### config.mk
export PLATFORM = sky130hd
export DESIGN_NAME = mqc_grade
export DESIGN_NICKNAME = d
export VERILOG_FILES = /design/src/sv/mqc_pkg.sv /design/src/sv/mqc_grade.sv
export SDC_FILE = /design/constraint.sdc
export NUM_CORES = 1
export LEC_CHECK = 0
export ABC_AREA = 1
export BUFFER_PORTS_ARGS = -buffer_cell sky130_fd_sc_hd__buf_2
export CORE_ASPECT_RATIO = 0.75
export CORE_MARGIN = 4
export CORE_UTILIZATION = 44
export DETAILED_ROUTE_END_ITERATION = 12
export PLACE_DENSITY = 0.7
export SLEW_MARGIN = 20
export SYNTH_ARGS = -nofsm -noshare
export SYNTH_HDL_FRONTEND = slang
export SYNTH_SLANG_ARGS = --single-unit
### constraint.sdc
create_clock -name vclk -period 27.9
set_input_delay 8.37 -clock vclk [all_inputs]
set_output_delay 8.37 -clock vclk [all_outputs]
set_load 0.02 [all_outputs]
### src/sv/mqc_pkg.sv
// ---------------------------------------------------------------------------
// mqc_pkg: shared types and constants
// Payload structs, register map and grading codes of the quality classifier.
// ---------------------------------------------------------------------------
package mqc_pkg;

	localparam int DefaultDepth      = 16;
	localparam int DefaultSampleBits = 16;
	localparam int FieldBits         = 16;
	localparam int SpreadBits        = 41;

	// Register byte addresses.
	localparam logic [3:0] AddrVarianceLimit    = 4'h0;
	localparam logic [3:0] AddrMagnitudeFloor   = 4'h4;
	localparam logic [3:0] AddrMagnitudeCeiling = 4'h8;

	localparam logic [23:0] ResetVarianceLimit    = 24'd500;
	localparam logic [15:0] ResetMagnitudeFloor   = 16'd100;
	localparam logic [15:0] ResetMagnitudeCeiling = 16'd1000;

	// Quality codes.
	localparam logic [1:0] QualityExcellent = 2'd0;
	localparam logic [1:0] QualityGood      = 2'd1;
	localparam logic [1:0] QualityPoor      = 2'd2;
	localparam logic [1:0] QualityInvalid   = 2'd3;

	typedef struct packed {
		logic signed [FieldBits-1:0] kayak_field_x;
		logic signed [FieldBits-1:0] kayak_field_y;
		logic signed [FieldBits-1:0] kayak_field_z;
		logic signed [FieldBits-1:0] paddle_field_x;
		logic signed [FieldBits-1:0] paddle_field_y;
		logic signed [FieldBits-1:0] paddle_field_z;
	} sample_pair_t;

	typedef struct packed {
		logic [1:0]            quality;
		logic                  anomaly;
		logic [SpreadBits-1:0] scaled_spread;
	} grade_t;

	// Configuration seen by the back end.
	typedef struct packed {
		logic [23:0] variance_limit;
		logic [15:0] magnitude_floor;
		logic [15:0] magnitude_ceiling;
	} mqc_cfg_t;

endpackage

### src/sv/mqc_grade.sv
// ---------------------------------------------------------------------------
// mqc_grade: back end
// Compares the larger spread against scaled thresholds and forms the result.
// ---------------------------------------------------------------------------
module mqc_grade import mqc_pkg::*; #(
	parameter int DEPTH = DefaultDepth
) (
	input  logic [SpreadBits+2:0]  kayak_spread,
	input  logic [SpreadBits+2:0]  paddle_spread,
	input  logic                   failed,
	input  mqc_cfg_t               cfg,
	output grade_t                 grade
);

	localparam int LimBits = 24 + 2 * $clog2(DEPTH) + 4;
	localparam int CmpBits = SpreadBits + 3 + 4;

	logic [SpreadBits+2:0] big;
	logic [LimBits-1:0]    limit;
	logic [CmpBits-1:0]    big10;

	always_comb begin
		big   = (kayak_spread > paddle_spread) ? kayak_spread : paddle_spread;
		limit = LimBits'(cfg.variance_limit) * LimBits'(DEPTH * (DEPTH - 1));
		big10 = CmpBits'(big) * CmpBits'(10);
		grade.scaled_spread = big[SpreadBits-1:0];
		grade.anomaly = failed;
		if (failed || CmpBits'(big) >= CmpBits'(limit)) grade.quality = QualityInvalid;
		else if (big10 < CmpBits'(limit) * CmpBits'(3)) grade.quality = QualityExcellent;
		else if (big10 < CmpBits'(limit) * CmpBits'(7)) grade.quality = QualityGood;
		else grade.quality = QualityPoor;
	end

endmodule

# Word-level counts from Yosys, hierarchy flattened
# Cells that the tools add are included.
# W data, S select, Z words.
totals:
  register_bits: 0
  input_bits: 145
  output_inout_bits: 44
  word_cells: 13
classes:
  mul: 4
  magnitude_cmp: 4
  n_mux: 4
  n_reduce_logical: 1
op_table:
  columns: ["op", "n"]
  rows:
  - ["$lt A48 B34 Y1", 1]
  - ["$lt A48 B35 Y1", 1]
  - ["$mul A44 B3 Y47 const B", 1]
  - ["$ge A44 B32 Y1", 1]
  - ["$gt A44 B44 Y1", 1]
  - ["$mux W44", 1]
  - ["$mul A28 B3 Y31 const B", 1]
  - ["$mul A28 B2 Y30 const B", 1]
  - ["$mul A24 B4 Y28 const B", 1]
  - ["$mux W2", 3]
  - ["$logic_or A1 B1 Y1", 1]

# Longest topological paths before layout
depth:
  word_depth: 7
  ltp_mapped: 46
  ltp_nobuf: 45

# Worst setup path before layout
# Ideal clock, no wire load.
synth_timing:
  path_type: "input port to output port"
  start: "input cfg[44] (netlist bit)"
  end: "output grade[43] (netlist bit)"
  arrival_ns: 14.590
  t_required_ns: 19.530
  setup_slack_ns: 4.940
  stages: 36
  n_path_buf: 0
  path_cell_list: "inv_1 fa_1 fa_1 inv_1 ha_1 a21oi_1 a21boi_2 nand2_1 a31oi_1 o21ai_0 xor2_1 fa_1 ha_1 nand2_1 nor2_1 nor3b_1 nand4_1 nand3_1 nand3_1 nand2_1 a31oi_1 o21ai_0 a21oi_1 xor2_1 ha_1 nand2_1 inv_1 nand4_1 nor3_1 nand2_1 a21oi_1 nor2_1 and2_1 nand3_1 nand2_1 nand3_1"
synth_rtl:
  columns: ["element", "line", "rtl"]
  rows:
  - ["start, declared", "mqc_grade.sv:11", "input mqc_cfg_t cfg,"]
  - ["end, declared", "mqc_grade.sv:12", "output grade_t grade"]

==> impl_results.md <==
* Outcome: finished, final reports clean
* Commonest non-fill, non-tap cell in the layout: nand2_1
* Post-DRT Antenna Nets at 0
* Post-synthesis sequential area ratio at 0
* Synth top area cells: ha_1 29%, nand2_1 13%, fa_1 10%, inv_1 9.6%, a21oi_1 8.4%
* Worst Path Required at 19.53 ns
* Critical-path maximum fanout at 71
* Syn Nets at roughly 2500
* Critical Path Max Stage Delay at 0.59 ns
* DR DRC count at 0
* Most frequent cells in the layout: 435 x nand2_1, 332 x inv_1, 299 x ha_1, 218 x a21oi_1, 190 x nor2_1
* Top cell type's share of synthesized area at 0.289
* Final setup viols at 0
* Critical Path Start: paddle_spread[39]
* Final WL at around 40000 µm
* Worst Path Buf+Inv at 5
* Setup TNS at 0 ns
* Die W at 206 µm
* Initial antenna violation count at 0
* Critical path's most frequent cell: nand2_1
* Maximum clock rate at 40.8 MHz
* Top Ports at 189
* Max-slew violations at 0
* First-pass DRT Iterations at 6
* Final Net Count at ~2700
* # resized after CTS at 0
* Routed len/inst at 15.3 µm
* Clock buffer count at 0
* Number of fill cells at about 3100
* Avg Cell Area, Syn at about 6.4 µm²
* Cell Rows at 54
* Synth area leader: ha_1
* Max cap viols at 0
* Measured slew at the worst slew-check pin at 0.840 ns
* Period utilization at 0.879
* Min Clock Period, post-route at approximately 25 ns
* Total number of vias at ~14000
* Worst slack, placed at 3.47 ns
* Vias per cell at 5.27
* Detail Placement HPWL at 35200 µm
* Number of global-route vias before repair at 12500
* Gate Count Post-Synth at 2025
* Post-Syn Area at 12900 µm²
* Critical path endpoint category: output port
* P&R area growth vs syn at 9.46%
* Largest delay share family, worst path: simple AND/OR/NAND/NOR gates
* Seq_cells at 0
* Full die area at 32200 µm²
* Initial Util at 0.445
* Setup bufs post-CTS at 0
* Port Buffer Count at 157
* Unrepaired setup endpoints after global routing: false
* All-layer global routing usage at 0.235
* Largest net degree at the start of global routing at 72
* Flip-flop and latch area at 0 µm²
* Placeable Area at between 20000 and 30000 µm²
* Final Hold Violating Endpoints at 0
* Worst min path class: in2out
* First-pass GRT wire length at 63200 µm
* CTS Hold Bufs at 0
* DR iter-0 viols at approximately 880
* Diodes inserted at 0
* Layout cells sized above 1 at 0.0948
* Global route total overflow at 0
* Die H at 157 µm
* Final worst slack at 3.38 ns
* Ys Warns at 0
* Startpoint types: primary input
* Hold path start: failed
* Crit path DAT at ~16 ns
* Gpl congestion at 0.953
* Synth cell types at 49
* Headroom to the max-slew limit at 0.436
* Critical path's slowest cell: buf_4
* Kind of critical path: in2out
==> Yosys cell counts, types with 2 or more instances <==
cell type / number
nand2_1: 435
inv_1: 332
ha_1: 299
a21oi_1: 218
nor2_1: 190
o21ai_0: 81
nand3_1: 76
fa_1: 65
xor2_1: 64
xnor2_1: 42
nand4_1: 33
nor3_1: 25
a21o_1: 20
a31oi_1: 19
nand2_2: 14
o21bai_1: 11
o21ai_1: 10
o21a_1: 9
inv_2: 8
o211ai_1: 7
buf_2: 6
a21boi_0: 5
nand3_2: 5
nor2_2: 5
nor4_1: 5
nand3b_1: 4
o31ai_1: 4
and2_1: 3
clkbuf_1: 3
nand2_4: 3
a31o_2: 2
and3_1: 2
o2111ai_1: 2
o21ai_2: 2
xor2_2: 2
==> cells by family (layout without fill, tap and decap cells) <==
kind of cell / Yosys count / count (layout) / share of synthesized area
simple gates: 807 / 807 / 0.264
fa+ha+maj: 364 / 364 / 0.390
buf+inv: 351 / 498 / 0.103
compound gates: 395 / 395 / 0.169
xor+xnor: 108 / 108 / 0.0743
==> per-layer routing <==
layer / vias to the layer above / routed length (µm) / global-route usage
met5: - / 0 / 0
met2: 335 / 16500 / 0.366
met4: 0 / 126 / 0.00855
met3: 8 / 2530 / 0.0207
li1: 7012 / - / -
met1: 6148 / 20000 / 0.371
==> worst paths after layout <==
| path | end | slack (ns) | cells past startpoint |
|---|---|---|---|
| setup / recovery | grade[43] | 3.38 | 38 |
| hold / removal | grade[41] | 17.00 | 2 |
==> final cells by class <==
class,instances,area [µm²],share of cell area
Inverter,340,1280,0.0901
Multi-Input combinational cell,1674,11600,0.819
Timing Repair Buffer,158,793,0.0560
Tap cell,392,490,0.0346
==> stage by stage <==
stage | std cells | util | instance area (µm²) | hold slack [ns]
after CTS | 2564 | 0.488 | 14200 | 17.00
after global routing | 2564 | 0.488 | 14200 | 17.01
after global placement | 2564 | 0.488 | 14200 | 17.00
after detailed placement | 2564 | 0.488 | 14200 | 17.00
final | 2564 | 0.488 | 14200 | 17.00
after floorplan | 2025 | - | 12900 | 16.85
Power is left out: the tool's default activity adds up to more than one toggle a clock period on the data nets, which glitch-free logic cannot reach.
